$ cat config.mk
export PLATFORM = sky130hd
export DESIGN_NAME = servo_command_to_pulse_width
export DESIGN_NICKNAME = d
export VERILOG_FILES = /design/src/rtl/svpw_pkg.sv /design/src/rtl/servo_command_to_pulse_width.sv
export SDC_FILE = /design/constraint.sdc
export NUM_CORES = 1
export LEC_CHECK = 0
export BUFFER_PORTS_ARGS = -buffer_cell sky130_fd_sc_hd__buf_4
export CAP_MARGIN = 5
export CELL_PAD_IN_SITES_DETAIL_PLACEMENT = 0
export CELL_PAD_IN_SITES_GLOBAL_PLACEMENT = 1
export CORE_MARGIN = 5
export CORE_UTILIZATION = 40
export CTS_CLUSTER_SIZE = 24
export DETAILED_ROUTE_END_ITERATION = 12
export PLACE_DENSITY_LB_ADDON = 0.25
export SKIP_CTS_REPAIR_TIMING = 1
export SYNTH_ARGS = -nofsm -noshare
export SYNTH_HDL_FRONTEND = slang
export SYNTH_SLANG_ARGS = --single-unit
export TNS_END_PERCENT = 1
$ cat constraint.sdc
create_clock -name clk -period 14.8 [get_ports clk]
set_clock_uncertainty 0.05 [all_clocks]
set_input_delay 0.74 -clock clk [delete_from_list [all_inputs] [get_ports clk]]
set_output_delay 0.74 -clock clk [all_outputs]
set_load 0.005 [all_outputs]
$ cat src/rtl/svpw_pkg.sv
// ----------------------------------------------------------------------------
// svpw_pkg
// Shared types and constants for the servo command to pulse width block.
// ----------------------------------------------------------------------------
`default_nettype none

package svpw_pkg;

    // Widths of the payload fields.
    localparam int unsigned PULSE_W  = 12;
    localparam int unsigned CMD_W    = 12;
    localparam int unsigned ROT_W    = 11;
    localparam int unsigned SPEED_W  = 10;
    localparam int unsigned SCALE_W  = 16;
    localparam int unsigned Q_SHIFT  = 12;

    // Exact Q12 pulse before clamping, signed.
    localparam int unsigned Q_W      = 29;
    // Clamped Q12 pulse, always in 0..4095 us.
    localparam int unsigned QC_W     = PULSE_W + Q_SHIFT;

    localparam logic [PULSE_W-1:0] RST_PULSE_US = 12'd1500;
    localparam logic [QC_W-1:0]    Q_HALF       = 24'd2048;

    localparam int unsigned CFG_IDX_W  = 3;
    localparam int unsigned CFG_DATA_W = 16;

    typedef enum logic [1:0] {
        KIND_POSITION = 2'd0,
        KIND_VELOCITY = 2'd1,
        KIND_ACTIVATE = 2'd2,
        KIND_POWER_OFF = 2'd3
    } kind_t;

    typedef enum logic [1:0] {
        MODE_NONE     = 2'd0,
        MODE_POSITION = 2'd1,
        MODE_VELOCITY = 2'd2,
        MODE_NONE_ALT = 2'd3
    } servo_mode_t;

    typedef enum logic [1:0] {
        STATUS_STOPPED  = 2'd0,
        STATUS_POSITION = 2'd1,
        STATUS_VELOCITY = 2'd2,
        STATUS_IDLE     = 2'd3
    } status_t;

    typedef enum logic [CFG_IDX_W-1:0] {
        REG_SERVO_MODE     = 3'd0,
        REG_PULSE_MIN      = 3'd1,
        REG_PULSE_MAX      = 3'd2,
        REG_MAX_ROTATION   = 3'd3,
        REG_MAX_SPEED      = 3'd4,
        REG_NEUTRAL        = 3'd5,
        REG_POSITION_SCALE = 3'd6,
        REG_VELOCITY_SCALE = 3'd7
    } cfg_reg_t;

    // Result item; the first field sits in the highest bits of tdata.
    typedef struct packed {
        status_t            status_code;
        logic               accepted;
        logic               power_on;
        logic [PULSE_W-1:0] pulse_width_us;
    } result_t;

endpackage

`default_nettype wire

$ cat src/rtl/servo_command_to_pulse_width.sv
// ----------------------------------------------------------------------------
// servo_command_to_pulse_width
// Maps position and velocity commands for one hobby servo port to a pulse
// width in microseconds, with supply enable and a status code per item.
// ----------------------------------------------------------------------------
//
//  Channel   Direction  Payload                                  Transfer
//  s_*       in         tuser: kind, tdata: command_value        tvalid & tready
//  m_*       out        tdata: pulse, power, accepted, status    tvalid & tready
//  cfg_*     in         cfg_index, cfg_data                      cfg_valid & cfg_ready
//
// One item per cycle while the output is not stalled. An item is held in the
// input register and its result is registered in the output register.
// Clamps, one 12x17 multiply-add and rounding sit between the two registers,
// and pulse and supply update with the result, so the next item sees them.
// A stalled output holds the input register and s_tready falls. Reset empties
// both stages, loads the register defaults and sets 1500 us with supply off.
`default_nettype none

module servo_command_to_pulse_width (
    input  wire logic                              clk,
    input  wire logic                              rst_n,
    // Command stream.
    input  wire logic                              s_tvalid,
    output logic                                   s_tready,
    input  wire logic [15:0]                       s_tdata,  // [11:0] command_value
    input  wire logic [1:0]                        s_tuser,  // [1:0] kind
    // Result stream.
    output logic                                   m_tvalid,
    input  wire logic                              m_tready,
    // [11:0] pulse_width_us, [12] power_on, [13] accepted, [15:14] status_code
    output logic [15:0]                            m_tdata,
    // Register writes.
    input  wire logic                              cfg_valid,
    output logic                                   cfg_ready,
    input  wire logic [svpw_pkg::CFG_IDX_W-1:0]    cfg_index,
    input  wire logic [svpw_pkg::CFG_DATA_W-1:0]   cfg_data
);

    import svpw_pkg::*;

    // Configuration registers.
    servo_mode_t         mode_reg;
    logic [PULSE_W-1:0]  pulse_min_reg;
    logic [PULSE_W-1:0]  pulse_max_reg;
    logic [ROT_W-1:0]    max_rot_reg;
    logic [SPEED_W-1:0]  max_speed_reg;
    logic [PULSE_W-1:0]  neutral_reg;
    logic [SCALE_W-1:0]  pos_scale_reg;
    logic [SCALE_W-1:0]  vel_scale_reg;

    // Servo state.
    logic [PULSE_W-1:0]  pulse_reg;
    logic [PULSE_W-1:0]  pulse_next;
    logic                supply_reg;
    logic                supply_next;

    // Input register.
    logic                s1_valid_reg;
    kind_t               s1_kind_reg;
    logic signed [CMD_W-1:0] s1_value_reg;

    // Output register.
    logic                out_valid_reg;
    result_t             result_reg;
    result_t             result_next;

    logic                advance;
    logic                mode_pos;
    logic                mode_vel;
    logic                have_cmd;

    logic signed [CMD_W-1:0]  pos_target;
    logic signed [CMD_W-1:0]  vel_target;
    logic signed [CMD_W-1:0]  speed_lim;
    logic signed [CMD_W-1:0]  mul_op;
    logic [SCALE_W-1:0]       mul_scale;
    logic [PULSE_W-1:0]       base_us;
    logic signed [Q_W-1:0]    product;
    logic signed [Q_W-1:0]    q_raw;
    logic signed [Q_W-1:0]    q_lo;
    logic signed [Q_W-1:0]    q_hi;
    logic signed [Q_W-1:0]    q_clamped;
    logic [QC_W-1:0]          q_rounded;
    logic [PULSE_W-1:0]       cmd_pulse;

    // The stage moves forward when the output register is free or drains now.
    assign advance   = s1_valid_reg && (!out_valid_reg || m_tready);
    assign s_tready  = !s1_valid_reg || advance;
    assign m_tvalid  = out_valid_reg;
    assign m_tdata   = result_reg;
    assign cfg_ready = 1'b1;

    assign mode_pos = (mode_reg == MODE_POSITION);
    assign mode_vel = (mode_reg == MODE_VELOCITY);
    assign have_cmd = (s1_kind_reg == KIND_POSITION && mode_pos) ||
                      (s1_kind_reg == KIND_VELOCITY && mode_vel);

    // Target clamps: position to 0..max rotation, velocity to +-max speed.
    assign speed_lim = $signed({2'b00, max_speed_reg});

    always_comb
    begin
        priority if (s1_value_reg[CMD_W-1])
        begin
            pos_target = '0;
        end
        else if (s1_value_reg[ROT_W-1:0] > max_rot_reg)
        begin
            pos_target = $signed({1'b0, max_rot_reg});
        end
        else
        begin
            pos_target = s1_value_reg;
        end

        priority if (s1_value_reg < -speed_lim)
        begin
            vel_target = -speed_lim;
        end
        else if (s1_value_reg > speed_lim)
        begin
            vel_target = speed_lim;
        end
        else
        begin
            vel_target = s1_value_reg;
        end
    end

    // One shared multiplier; base and scale follow the command kind.
    assign mul_op    = (s1_kind_reg == KIND_VELOCITY) ? vel_target : pos_target;
    assign mul_scale = (s1_kind_reg == KIND_VELOCITY) ? vel_scale_reg : pos_scale_reg;
    assign base_us   = (s1_kind_reg == KIND_VELOCITY) ? neutral_reg : pulse_min_reg;

    assign product = Q_W'(mul_op) * $signed(Q_W'({1'b0, mul_scale}));
    assign q_raw   = $signed({{(Q_W-QC_W){1'b0}}, base_us, {Q_SHIFT{1'b0}}}) + product;
    assign q_lo    = $signed({{(Q_W-QC_W){1'b0}}, pulse_min_reg, {Q_SHIFT{1'b0}}});
    assign q_hi    = $signed({{(Q_W-QC_W){1'b0}}, pulse_max_reg, {Q_SHIFT{1'b0}}});

    // Low bound first, then high bound; the result always lands in 0..4095 us.
    always_comb
    begin
        priority if (q_raw < q_lo)
        begin
            q_clamped = q_lo;
        end
        else if (q_raw > q_hi)
        begin
            q_clamped = q_hi;
        end
        else
        begin
            q_clamped = q_raw;
        end
    end

    assign q_rounded = q_clamped[QC_W-1:0] + Q_HALF;
    assign cmd_pulse = q_rounded[QC_W-1:Q_SHIFT];

    // State update and result for the item in the input register.
    always_comb
    begin
        pulse_next  = pulse_reg;
        supply_next = supply_reg;
        result_next = '0;

        unique case (s1_kind_reg)
            KIND_ACTIVATE:
            begin
                result_next.accepted = 1'b1;
                if (mode_pos)
                begin
                    supply_next = 1'b1;
                    pulse_next  = pulse_min_reg;
                end
                else if (mode_vel)
                begin
                    supply_next = 1'b1;
                    pulse_next  = RST_PULSE_US;
                end
                else
                begin
                    supply_next = 1'b0;
                    pulse_next  = RST_PULSE_US;
                end
            end
            KIND_POWER_OFF:
            begin
                result_next.accepted = 1'b1;
                supply_next          = 1'b0;
            end
            KIND_POSITION, KIND_VELOCITY:
            begin
                if (have_cmd && cmd_pulse != pulse_reg)
                begin
                    result_next.accepted = 1'b1;
                    supply_next          = 1'b1;
                    pulse_next           = cmd_pulse;
                end
            end
            default:
            begin
                result_next.accepted = 1'b0;
            end
        endcase

        result_next.pulse_width_us = pulse_next;
        result_next.power_on       = supply_next;
        if (!supply_next)
        begin
            result_next.status_code = STATUS_STOPPED;
        end
        else if (mode_pos)
        begin
            result_next.status_code = STATUS_POSITION;
        end
        else if (mode_vel)
        begin
            result_next.status_code = STATUS_VELOCITY;
        end
        else
        begin
            result_next.status_code = STATUS_IDLE;
        end
    end

    // Configuration registers.
    always_ff @(posedge clk or negedge rst_n)
    begin
        if (!rst_n)
        begin
            mode_reg      <= MODE_NONE;
            pulse_min_reg <= '0;
            pulse_max_reg <= '0;
            max_rot_reg   <= '0;
            max_speed_reg <= '0;
            neutral_reg   <= RST_PULSE_US;
            pos_scale_reg <= '0;
            vel_scale_reg <= '0;
        end
        else if (cfg_valid && cfg_ready)
        begin
            unique case (cfg_reg_t'(cfg_index))
                REG_SERVO_MODE:     mode_reg      <= servo_mode_t'(cfg_data[1:0]);
                REG_PULSE_MIN:      pulse_min_reg <= cfg_data[PULSE_W-1:0];
                REG_PULSE_MAX:      pulse_max_reg <= cfg_data[PULSE_W-1:0];
                REG_MAX_ROTATION:   max_rot_reg   <= cfg_data[ROT_W-1:0];
                REG_MAX_SPEED:      max_speed_reg <= cfg_data[SPEED_W-1:0];
                REG_NEUTRAL:        neutral_reg   <= cfg_data[PULSE_W-1:0];
                REG_POSITION_SCALE: pos_scale_reg <= cfg_data[SCALE_W-1:0];
                REG_VELOCITY_SCALE: vel_scale_reg <= cfg_data[SCALE_W-1:0];
                default:            mode_reg      <= mode_reg;
            endcase
        end
    end

    // Control: pipeline valids and servo state.
    always_ff @(posedge clk or negedge rst_n)
    begin
        if (!rst_n)
        begin
            s1_valid_reg  <= 1'b0;
            out_valid_reg <= 1'b0;
            pulse_reg     <= RST_PULSE_US;
            supply_reg    <= 1'b0;
        end
        else
        begin
            if (s_tvalid && s_tready)
            begin
                s1_valid_reg <= 1'b1;
            end
            else if (advance)
            begin
                s1_valid_reg <= 1'b0;
            end

            if (advance)
            begin
                out_valid_reg <= 1'b1;
                pulse_reg     <= pulse_next;
                supply_reg    <= supply_next;
            end
            else if (m_tready)
            begin
                out_valid_reg <= 1'b0;
            end
        end
    end

    // Payload registers.
    always_ff @(posedge clk)
    begin
        if (s_tvalid && s_tready)
        begin
            s1_kind_reg  <= kind_t'(s_tuser);
            s1_value_reg <= $signed(s_tdata[CMD_W-1:0]);
        end
        if (advance)
        begin
            result_reg <= result_next;
        end
    end

    // The waiting result always mirrors the servo state.
    a_result_matches_state: assert property (
        @(posedge clk) disable iff (!rst_n)
        out_valid_reg |-> (result_reg.pulse_width_us == pulse_reg) &&
                          (result_reg.power_on == supply_reg))
        else $error("result register out of step with servo state");

    // A rejected command leaves pulse and supply untouched.
    a_reject_keeps_state: assert property (
        @(posedge clk) disable iff (!rst_n)
        (advance && !result_next.accepted) |=>
            (pulse_reg == $past(pulse_reg)) && (supply_reg == $past(supply_reg)))
        else $error("rejected command changed servo state");

    // Power off always leaves the supply disabled and reports stopped.
    a_power_off: assert property (
        @(posedge clk) disable iff (!rst_n)
        (advance && s1_kind_reg == KIND_POWER_OFF) |=>
            !supply_reg && (result_reg.status_code == STATUS_STOPPED))
        else $error("power off did not disable the supply");

endmodule

`default_nettype wire
* Yosys cells after proc, flatten, opt, wreduce, memory -nomap -nowiden
Index checks and enable logic that the tools add are counted. W data, S select, Z words.
Storage, ports and cells: register bits 136, bits in latches 0, bits in writable memories 0, memory bits (read-only) 0, output and inout port bits 19, logic and storage cells 91, memories kept 0
Cells by class: add/sub/neg operators 3, multipliers 1, div/mod/pow operators 0, order comparisons 5, equal/unequal tests 13, shift-type cells 0, mux-type cells 24, bitwise logic cells 1, reductions and logical operators 25
Operators by type and width (count):
- $mux W12 | 7
- $mux W24 | 2
- $add A25 B29 Y29 | 1
- $gt A29 B25 Y1 | 1
- $lt A29 B25 Y1 | 1
- $mul A12 B17 Y29 | 1
- $add A24 B12 Y24 const B | 1
- $pmux W12 S2 | 1
- $mux W16 | 1
- $reduce_and A2 Y1 | 8
- $eq A3 B3 Y1 const B | 4
- $gt A12 B11 Y1 | 1
- $lt A12 B12 Y1 | 1
- $ne A12 B12 Y1 | 1
- $neg A10 Y12 | 1
- $gt A11 B11 Y1 | 1
- $mux W11 | 1
- $mux W1 | 10
- $eq A2 B2 Y1 const B | 3
- $eq A3 B2 Y1 const B | 2
- $reduce_or A2 Y1 | 3
- $logic_and A1 B1 Y1 | 5
- $eq A2 B1 Y1 const B | 2
- $reduce_bool A2 Y1 | 2
- 8 further kinds | 11

* Depth between registers and ports, before layout
Gate-level depths: netlist of run 1.
depth in word-level cells 16, mapped depth 61

* Least setup slack after synthesis of run 1
OpenSTA, ideal clock, no wires.
path type reg-to-reg, start point reg max_speed_reg[0], end point reg result_reg, in the netlist m_tdata[10], data pin, library setup time 254 ps, arrival time 12761 ps, setup slack 1735 ps, stages on the path, launching flop included 59, path buffers 5, cells stage by stage dfrtp_1 inv_1 ha_1 nand2_1 nor3_1 nand2_1 nor3_1 ha_1 and4_1 nand2_1 o21ai_0 nor3_1 clkbuf_1 nor2_1 a21oi_1 o221ai_1 o22ai_1 clkbuf_1 [... 23 more ...] o2111a_1 o211a_1 buf_4 and2_1 buf_4 nand2_1 o211ai_1 ha_1 inv_1 a221oi_2 nand4_1 nor3_2 xnor3_1 nand4b_4 o31a_4 buf_6 o2bb2ai_1 a21o_1
Between the ends: longest elaborated chain between the ends 14
Ends and longest elaborated chain:
- start, declared | RTL line servo_command_to_pulse_width.sv:47 | logic [SPEED_W-1:0] max_speed_reg;
- start signal, assigned | RTL line servo_command_to_pulse_width.sv:249 | REG_MAX_SPEED: max_speed_reg <= cfg_data[SPEED_W-1:0];
- $neg A10 Y12 or $gt A12 B11 Y1 (tied branches) | RTL line servo_command_to_pulse_width.sv:117, servo_command_to_pulse_width.sv:119, servo_command_to_pulse_width.sv:121
- $lt A12 B12 Y1 or $mux W12 (tied branches) | RTL line servo_command_to_pulse_width.sv:117, servo_command_to_pulse_width.sv:121
- $mux W12 * | RTL line servo_command_to_pulse_width.sv:117 | priority if (s1_value_reg < -speed_lim)
- $mux W12 * | RTL line servo_command_to_pulse_width.sv:132 | assign mul_op = (s1_kind_reg == KIND_VELOCITY) ? vel_target : pos_target;
- $mul A12 B17 Y29 * | RTL line servo_command_to_pulse_width.sv:136 | assign product = Q_W'(mul_op) * $signed(Q_W'({1'b0, mul_scale}));
- $add A25 B29 Y29 * | RTL line servo_command_to_pulse_width.sv:137 | assign q_raw = $signed({{(Q_W-QC_W){1'b0}}, base_us, {Q_SHIFT{1'b0}}}) + product;
- $gt A29 B25 Y1 | RTL line servo_command_to_pulse_width.sv:148 | else if (q_raw > q_hi)
- $mux W24 | RTL line servo_command_to_pulse_width.sv:148
- $mux W24 * | RTL line servo_command_to_pulse_width.sv:144 | priority if (q_raw < q_lo)
- $add A24 B12 Y24 * | RTL line servo_command_to_pulse_width.sv:158 | assign q_rounded = q_clamped[QC_W-1:0] + Q_HALF;
- $ne A12 B12 Y1 | RTL line servo_command_to_pulse_width.sv:195 | if (have_cmd && cmd_pulse != pulse_reg)
- $logic_and A1 B1 Y1 | RTL line servo_command_to_pulse_width.sv:195
- $mux W12 * | RTL line servo_command_to_pulse_width.sv:195
- $pmux W12 S2 * | RTL line servo_command_to_pulse_width.sv:168 | unique case (s1_kind_reg)
- net pulse_next[10] | RTL line servo_command_to_pulse_width.sv:54 | logic [PULSE_W-1:0] pulse_next;
- end signal, assigned | RTL line servo_command_to_pulse_width.sv:302 | result_reg <= result_next;
- end, declared | RTL line servo_command_to_pulse_width.sv:65 | result_t result_reg;
Mark *: on every way through the listed nets, which the timed path passes. The rest lies on a longest branch. A chain may end at the register's enable or synchronous reset.

* Final worst setup path of run 1
start point reg max_speed_reg[0], end point reg result_reg, in the netlist m_tdata[8], data pin
Same word-level chain as after synthesis.

==> impl_metrics.tcl, run 1 <==
set metrics [dict create \
    max_slew.worst_pin.slew_ns 1.136 \
    boundary_pin_count 61 \
    fp.dieArea_sq_um 42990 \
    worst_ep_required_ns 15.04 \
    maxCapViolCount 0 \
    worst_setup_hold_path_clk_slew_ns 0.06 \
    critical_path_peak_fanout 14 \
    max_clock_freq_mhz 71.69 \
    yosysUniqueCellTypes 100 \
    setup.worst_path.end_class "flip-flop" \
    rows 72 \
    critical_path.reg2reg.endpoint "m_tdata[8]" \
    maxSlewHeadroom 0.2385 \
    dr.first_iter.drc_count 826 \
    placement.io_buffers 55 \
    vias_in_the_first_global_route 13200 \
    sequential_cell_area_sq_um 3571 \
    fin_setup_tns_ns 0 \
    yosys.cell_count.top_type "inv_1" \
    kind_of_start_point_of_the_critical_path "flip-flop" \
    worstPathArrival_ns 14.19 \
    synth-edff-count 30 \
    synth_flop_cell "dfrtp_1" \
    multiInputGateArea_sq_um 10750 \
    post_synth_main_area_contributors "fa_1, dfrtp_1, ha_1" \
    initial_core_util 0.4040 \
    rr_startpoint "max_speed_reg[0]" \
    setup_repair_after_global_routing_missed_its_margin "false" \
    die-width_um 207.4 \
    core_region_area_sq_um 38560 \
    area_growth_pct 12.18 \
    timing.critical_path.slowest_stage_cell "or4_1" \
    outcome "finished clean" \
    diodes 0 \
    ff2ff_setup_slack_ns 0.85 \
    die-height_um 207.4 \
    worst_skew_pair.late_latency_ns 0.43 \
    antenna_found_initial 1 \
    drt_pass1_iterations 6 \
    timing.final.crit_period_ns 13.95 \
    cp-endpoint "m_tdata[8]" \
    synth_top_area_cell "fa_1" \
    clockRootBuffer "clkbuf_16" \
    setup_violations 0 \
    number_of_filler_cells_placed_in_the_layout 3865 \
    synth_seq_area_share 0.2292 \
    detail_route.wirelength_um 47130 \
    synth_fp_nets 2044 \
    grt.total_usage 0.2222 \
    routedWlPerCell_um 20.27 \
    cp_slowest_stage_delay_ns 0.62 \
    yosys.area.top_type_share 0.1966 \
    synth.ff_latch_count 136 \
    grt_first_pass_wirelength_um 75050 \
    critPathLaunch "max_speed_reg[0]" \
    cts_max_level 4 \
    clkSinkCount 136 \
    drt-vias-per-instance 5.384 \
    netlist_top_cells_count "inv_1, nand2_1, fa_1, nor2_1, ha_1" \
    antenna_left 0 \
    worst-r2r-cell-count 53 \
    synthesized_area_divided_by_synthesized_cell_count_sq_um 9.073 \
    setup.worst_path.class "reg -> reg" \
    drive_above_1_share 0.1483 \
    hpwl_um 37660 \
    tritoncts_clock_tree "yes" \
    synth_area_sq_um 15580 \
    dr_total_vias 12520 \
    hold_path_class "in -> async" \
    grt_start_max_net_pins 58 \
    syn-instance-count 1717 \
    gp_congestion 0.9149 \
    fin_crit_sh 0.9425 \
    final_max_slew_viols 0 \
    nets 2121 \
    hold_viol 0 \
    drc_errors 0 \
    cts_inserted_buffers 17 \
    synth_warnings 0 \
    clock_path_buffers 2 \
    grt-ovfl-total 0 \
    synth-async-reset-ratio 0.7794 \
]
-- worst max-delay path: cells and delay by family, from the launching register on --
| kind | cells | cell delay [ns] |
|---|---|---|
| AND/OR/NAND/NOR | 15 | 3.54 |
| XOR/XNOR | 3 | 0.58 |
| buffers and inverters | 9 | 1.08 |
| flip-flops | 1 | 0.49 |
| AO/OA/AOI/OAI | 17 | 4.29 |
| adder cells (fa/ha/maj) | 9 | 3.71 |
-- metrics by stage --
step	util	cell area, sq um	instances	hold WS [ns]	worst slack, ns
after CTS	0.4528	17460	2325	0.3853	0.7197
final	0.4533	17480	2325	0.3515	0.8515
after floorplan	-	15580	1717	0.3944	1.735
after detailed placement	0.4383	16900	2293	0.4388	0.7736
after global routing	0.4533	17480	2325	0.4059	0.05843
after global placement	0.4383	16900	2293	0.4254	0.8118
-- layout by cell type (no fill, tap or decap), types with 5 or more instances in the layout --
| cell | count |
|---|---|
| inv_1 | 269 |
| nand2_1 | 235 |
| fa_1 | 153 |
| nor2_1 | 133 |
| ha_1 | 132 |
| buf_4 | 121 |
| dfrtp_1 | 92 |
| o21ai_0 | 69 |
| a21oi_1 | 66 |
| mux2_2 | 56 |
| xnor2_1 | 33 |
| mux2i_1 | 32 |
| edfxtp_1 | 30 |
| nand3_1 | 22 |
| a21o_1 | 18 |
| o21a_1 | 18 |
| and2_1 | 18 |
| clkbuf_16 | 17 |
| nor3_1 | 14 |
| dfstp_2 | 14 |
| o211ai_1 | 13 |
| nand4_1 | 12 |
| o22ai_1 | 11 |
| nor2b_1 | 9 |
| nand2b_1 | 9 |
| xor2_1 | 9 |
| a211o_1 | 7 |
| a31oi_1 | 7 |
| o2bb2ai_1 | 7 |
| a211oi_1 | 6 |
| o22a_1 | 6 |
| o21ai_1 | 6 |
| and3_1 | 5 |
| nor4_1 | 5 |
| nor3_2 | 5 |
| a22oi_1 | 5 |
| o311ai_1 | 5 |
| nand4b_1 | 5 |
-- area by class of cell --
cell class              instances  area share
clock inverters                11    0.005656
flip-flops and latches        136      0.2043
multi-input cells            1246      0.6153
clock buffers                  21     0.02635
well taps                     518     0.03708
inverters                     271     0.05820
repair buffers                122     0.05312
-- logic make-up (layout without fill, tap and decap cells) --
family	Yosys count	after routing	synth area share
simple gates	510	510	0.1513
buf+inv	335	425	0.08337
compound gates	312	312	0.1383
fa+ha+maj	285	285	0.3026
flops	136	136	0.2292
mux	90	90	0.06297
xor+xnor	48	48	0.03197
other cells	1	1	0.0002407
-- worst min-delay path by stage --
stage / to / slack (ns) / depth (start not counted)
final: pulse_max_reg[7] / 0.35 / 1
after floorplan: m_tvalid / 0.39 / 0
after global placement: m_tvalid / 0.43 / 1
after CTS: pulse_max_reg[6] / 0.39 / 1
after global routing: pulse_max_reg[7] / 0.41 / 1
after detailed placement: m_tvalid / 0.44 / 1
-- layer usage --
metal	up-vias	track usage	wire, um
met1	6221	0.2990	21140
met3	74	0.03854	2564
met4	2	0.07319	1464
met5	-	0	7
li1	5883	-	-
met2	337	0.3659	21960
Power of run 1 is not shown: default switching activity piles up to over one toggle a cycle in this logic, so the estimate is an artifact.
==> run 2, diff against run 1 <==
--- a/config.mk
+++ b/config.mk
@@ -5,14 +5,16 @@
 export SDC_FILE = /design/constraint.sdc
 export NUM_CORES = 1
 export LEC_CHECK = 0
+export ABC_AREA = 1
 export BUFFER_PORTS_ARGS = -buffer_cell sky130_fd_sc_hd__buf_4
-export CAP_MARGIN = 5
+export CAP_MARGIN = 0
 export CELL_PAD_IN_SITES_DETAIL_PLACEMENT = 0
 export CELL_PAD_IN_SITES_GLOBAL_PLACEMENT = 1
 export CORE_MARGIN = 5
 export CORE_UTILIZATION = 40
 export CTS_CLUSTER_SIZE = 24
 export DETAILED_ROUTE_END_ITERATION = 12
+export MAX_ROUTING_LAYER = met4
 export PLACE_DENSITY_LB_ADDON = 0.25
 export SKIP_CTS_REPAIR_TIMING = 1
 export SYNTH_ARGS = -nofsm -noshare
==> run 2 against run 1 <==
Count of clock-buffer cells in the layout stayed put. Global-route usage decreased by 0.14 points. Routed wire length down 7.3%. Register-to-register slack improved by 0.82 ns. Synthesized cell count grew 16%. Maximum frequency increased by 6.3%. Area after synthesis down 1.3%. Non-clock buffer count is 55 lower. Sequential share of layout area is 0.74 points higher. Critical path depth rose by 13. Via count rose by 3.0%. Worst setup slack better by 0.82 ns.
==> impl_metrics.tcl, run 2 <==
set metrics [dict create \
    grt-ovfl-total 0 \
    max_slew.worst_pin.slew_ns 1.158 \
    grt_first_pass_wirelength_um 70970 \
    syn-instance-count 1994 \
    post_synth_main_area_contributors "fa_1, dfrtp_1, nand2_1" \
    worst_setup_hold_path_clk_slew_ns 0.06 \
    drt_pass1_iterations 5 \
    grt.total_usage 0.2208 \
    final_max_slew_viols 0 \
    drc_errors 0 \
    yosys.area.top_type_share 0.1992 \
    drt-vias-per-instance 5.041 \
    netlist_top_cells_count "nand2_1, inv_1, fa_1, nor2_1, o21ai_0" \
    outcome "finished clean" \
    placement.io_buffers 55 \
    setup.worst_path.class "reg -> reg" \
    yosys.cell_count.top_type "nand2_1" \
    synth_top_area_cell "fa_1" \
    yosysUniqueCellTypes 47 \
    synthSimpleGateAreaFrac 0.2426 \
    setup_violations 0 \
    synth_mux_area_frac 0.002930 \
    dr.first_iter.drc_count 706 \
    cts_max_level 4 \
    antenna_found_initial 0 \
    clkSinkCount 136 \
    grt_start_max_net_pins 71 \
    hold_path_class "in -> async" \
    synth-async-reset-ratio 0.7794 \
    critPathLaunch "max_speed_reg[1]" \
    critical_path.most_common_cell "nand2_1" \
    drive_above_1_share 0.08993 \
    vias_in_the_first_global_route 13170 \
    diodes 0 \
    synth_top_family_by_area "adder cells" \
    rr_startpoint "max_speed_reg[1]" \
    fin_crit_sh 0.8870 \
    synth_warnings 0 \
    die-width_um 206.0 \
    timing.final.crit_period_ns 13.13 \
    yosys.area_share.xor_xnor 0.01595 \
    synth_fp_nets 2321 \
    fin_setup_tns_ns 0 \
    cts_inserted_buffers 17 \
    cp_slowest_stage_delay_ns 0.59 \
    fin_util 0.4458 \
    routedWlPerCell_um 17.08 \
    fp.dieArea_sq_um 42450 \
    worst-r2r-cell-count 66 \
    maxCapViolCount 0 \
    initial_core_util 0.4062 \
    synth_adder_area_share 0.3067 \
    hold_viol 0 \
    maxSlewHeadroom 0.2231 \
    critical_path_peak_fanout 17 \
    setup.worst_path.end_class "flip-flop" \
    synth_area_sq_um 15370 \
    rows 71 \
    synth_flop_cell "dfrtp_1" \
    synth_compound_area_frac 0.08749 \
    synth.ff_latch_count 136 \
    leading_cell_types_in_the_layout_fill_and_taps_excluded "nand2_1, inv_1, fa_1" \
    area_growth_pct 9.734 \
    hpwl_um 35400 \
    worstPathArrival_ns 13.26 \
    clockRootBuffer "clkbuf_16" \
    gp_congestion 0.9070 \
    dr_total_vias 12890 \
    nets 2360 \
    worst_skew_pair.late_latency_ns 0.43 \
    final_common_cell "nand2_1" \
    ff2ff_setup_slack_ns 1.67 \
    synthesized_area_divided_by_synthesized_cell_count_sq_um 7.710 \
    max_clock_freq_mhz 76.17 \
    core_region_area_sq_um 37840 \
    synth_seq_area_share 0.2323 \
    antenna_left 0 \
    kind_of_start_point_of_the_critical_path "flip-flop" \
    detail_route.wirelength_um 43680 \
    worst_ep_required_ns 14.93 \
    boundary_pin_count 61 \
    critical_path.reg2reg.endpoint "m_tdata[14]" \
    synth-edff-count 30 \
    setup_repair_after_global_routing_missed_its_margin "false" \
    clock_path_buffers 2 \
    tritoncts_clock_tree "yes" \
    timing.critical_path.slowest_stage_cell "fa_1" \
    die-height_um 206.0 \
]
-- run 2: cell count changes after synthesis, sizes merged, moves of 30 or more --
cell	before	now
inv	271	387
mux2	58	4
mux2i	32	0
nand2	235	536
nand3	23	98
o21ai	77	150
xnor2	34	4
-- run 2: worst max-delay path: cells and delay by family (launching register included) --
kind,cells,cell delay [ns]
xor gates and xnor gates,1,0.41
adders and majority gates,10,3.74
buffers and inverters,11,1.16
and+or+nand+nor,41,6.62
AOI/OAI and AO/OA,3,0.43
DFF,1,0.42
-- run 2: layout make-up --
type,instances,area [sq um]
flip-flops and latches,136,3571
inverters,393,1478
fillers,3911,20970
multi-input cells,1418,10090
repair buffers,67,503.0
clock buffers,21,440.4
well taps,511,639.4
clock inverters,11,150.1
-- run 2: worst max path at each step --
stage | to | slack [ns] | depth (start not counted)
finish | m_tdata[14] | 1.67 | 66
floorplan | m_tdata[15] | 4.51 | 69
global placement | m_tdata[15] | 1.83 | 62
CTS | m_tdata[14] | 1.68 | 62
detailed placement | m_tdata[12] | 1.74 | 62
global route | m_tdata[14] | 0.73 | 64
-- run 2: cell families after synthesis --
| kind of cell | after synthesis |
|---|---|
| simple gates | 847 |
| xor+xnor | 28 |
| fa+ha+maj | 285 |
| mux | 4 |
| flops | 136 |
| buf+inv | 440 |
| compound gates | 253 |
| other cells | 1 |
-- run 2: metrics by stage --
stage               instance area, sq um  std cells  setup slack (ns)  hold WS [ns]
floorplan                          15370       1994             4.506        0.3944
global placement                   16280       2525             1.833        0.4112
detailed placement                 16280       2525             1.740        0.4189
CTS                                16870       2557             1.679        0.2411
global route                       16870       2557            0.7302        0.2620
finish                             16870       2557             1.672        0.2312
-- run 2: layer usage --
layer | GRT usage | part of all wire | wire length [um]
met5 | - | 0 | 0
met4 | 0.05109 | 0.018 | 799
met3 | 0.02526 | 0.044 | 1939
met2 | 0.3735 | 0.49 | 21380
met1 | 0.2867 | 0.45 | 19570
Power of run 2 is left out for the same reason.
==> run 3, diff against run 2 <==
--- a/config.mk
+++ b/config.mk
@@ -10,13 +10,13 @@
 export CAP_MARGIN = 0
 export CELL_PAD_IN_SITES_DETAIL_PLACEMENT = 0
 export CELL_PAD_IN_SITES_GLOBAL_PLACEMENT = 1
-export CORE_MARGIN = 5
 export CORE_UTILIZATION = 40
 export CTS_CLUSTER_SIZE = 24
 export DETAILED_ROUTE_END_ITERATION = 12
 export MAX_ROUTING_LAYER = met4
 export PLACE_DENSITY_LB_ADDON = 0.25
 export SKIP_CTS_REPAIR_TIMING = 1
+export SKIP_LAST_GASP = 1
 export SYNTH_ARGS = -nofsm -noshare
 export SYNTH_HDL_FRONTEND = slang
 export SYNTH_SLANG_ARGS = --single-unit
==> run 3 against run 2 <==
Sequential cell count unchanged. Routed wire length decreased by 0.46%. Count of clock-buffer cells in the layout decreased by 2. Non-clock buffer count increased by 1. First-iteration DRC count up 16%. Critical endpoint unchanged. Cell area decreased by 0.19%. Worst setup slack gained 0.094 ns. Sequential share of layout area barely moved. Global-route usage up 2.4 points. Critical path type unchanged.
==> impl_metrics.tcl, run 3 (synthesized netlist as in run 2, its figures left out) <==
set metrics [dict create \
    outcome "finished clean" \
    worstPathArrival_ns 13.16 \
    clkSinkCount 136 \
    detailed_place.area_sq_um 16290 \
    maxCapViolCount 0 \
    grt_start_max_net_pins 79 \
    drive_above_1_share 0.09184 \
    die-height_um 198.0 \
    placement.io_buffers 55 \
    number_of_filler_cells_placed_in_the_layout 3884 \
    fin_crit_sh 0.8807 \
    fin_setup_tns_ns 0 \
    nets 2361 \
    vias_in_the_first_global_route 12940 \
    tritoncts_clock_tree "yes" \
    dp_cells 2526 \
    worst-r2r-cell-count 62 \
    cpLargestDelayFamily "simple AND/OR/NAND/NOR gates" \
    setup_repair_after_global_routing_missed_its_margin "false" \
    critical_path_peak_fanout 17 \
    detail_route.wirelength_um 43480 \
    drt-vias-per-instance 5.033 \
    grt.total_usage 0.2444 \
    hold_path_class "in -> async" \
    initial_core_util 0.4072 \
    die-width_um 198.0 \
    worst_skew_pair.late_latency_ns 0.44 \
    timing.final.crit_period_ns 13.03 \
    final_max_slew_viols 0 \
    routedWlPerCell_um 17.00 \
    timing.critical_path.buf_inv 8 \
    gp_congestion 0.9197 \
    ff2ff_setup_slack_ns 1.77 \
    rows 71 \
    fp.dieArea_sq_um 39220 \
    antenna_left 0 \
    area_growth_pct 9.530 \
    boundary_pin_count 61 \
    critical_path.most_common_cell "nand2_1" \
    sequential_cell_area_sq_um 3571 \
    cp_slowest_stage_delay_ns 0.58 \
    antenna_found_initial 1 \
    cp-endpoint "m_tdata[14]" \
    hpwl_um 34950 \
    rr_startpoint "max_speed_reg[1]" \
    place_worst_setup_slack_ns 1.800 \
    drt_pass1_iterations 5 \
    hold_viol 0 \
    drc_errors 0 \
    clockRootBuffer "clkbuf_16" \
    final_common_cell "nand2_1" \
    max_clock_freq_mhz 76.72 \
    grt-ovfl-total 0 \
    dr_total_vias 12880 \
    dr.first_iter.drc_count 819 \
    cts_max_level 4 \
    cts_inserted_buffers 17 \
    final.setup.worst_slack_ns 1.766 \
    kind_of_start_point_of_the_critical_path "flip-flop" \
    setup.worst_path.end_class "flip-flop" \
    critical_path.reg2reg.endpoint "m_tdata[14]" \
    grt_first_pass_wirelength_um 70730 \
    setup.worst_path.class "reg -> reg" \
    worstSetupPathDepth 62 \
    worst_ep_required_ns 14.93 \
    critPathLaunch "max_speed_reg[1]" \
    diodes 0 \
    multiInputGateArea_sq_um 10090 \
    postLayoutCellArea_sq_um 16840 \
    setup_violations 0 \
    worst_setup_hold_path_clk_slew_ns 0.06 \
    finalNonFillerCells 2558 \
    core_region_area_sq_um 37760 \
    max_slew.worst_pin.slew_ns 1.103 \
    timing.critical_path.slowest_stage_cell "fa_1" \
    maxSlewHeadroom 0.2599 \
    leading_cell_types_in_the_layout_fill_and_taps_excluded "nand2_1, inv_1, fa_1" \
    clock_path_buffers 2 \
]
## run 3: how the worst min path moves through the flow
stage	from	end	depth (start not counted)
2_1_floorplan	rst_n	m_tvalid	0
3_3_place_gp	neutral_reg[5]	neutral_reg[5]	2
3_5_place_dp	neutral_reg[5]	neutral_reg[5]	2
4_1_cts	rst_n	pulse_max_reg[10]	1
5_1_grt	rst_n	pulse_max_reg[10]	1
6_report	rst_n	pulse_max_reg[10]	1
## run 3: per-layer routing
layer | track usage | vias to the layer above | share of wire
met5 | - | - | 0
met4 | 0.06115 | 0 | 0.018
met3 | 0.02623 | 47 | 0.044
met2 | 0.4087 | 301 | 0.48
met1 | 0.3159 | 6237 | 0.46
li1 | - | 6290 | -
## run 3: stage by stage
step,utilization,hold slack (ns)
2_1_floorplan,-,0.3944
3_3_place_gp,0.4314,0.4117
3_5_place_dp,0.4314,0.4205
4_1_cts,0.4460,0.2002
5_1_grt,0.4460,0.2105
6_report,0.4460,0.1794
## run 3: layout make-up
class	count	share of cell area
multi-input cells	1418	0.5991
repair buffers	68	0.03032
inverters	393	0.08775
well taps	511	0.03797
flip-flops and latches	136	0.2121
clock buffers	19	0.02630
clock inverters	13	0.006465
Power of run 3 is left out for the same reason.
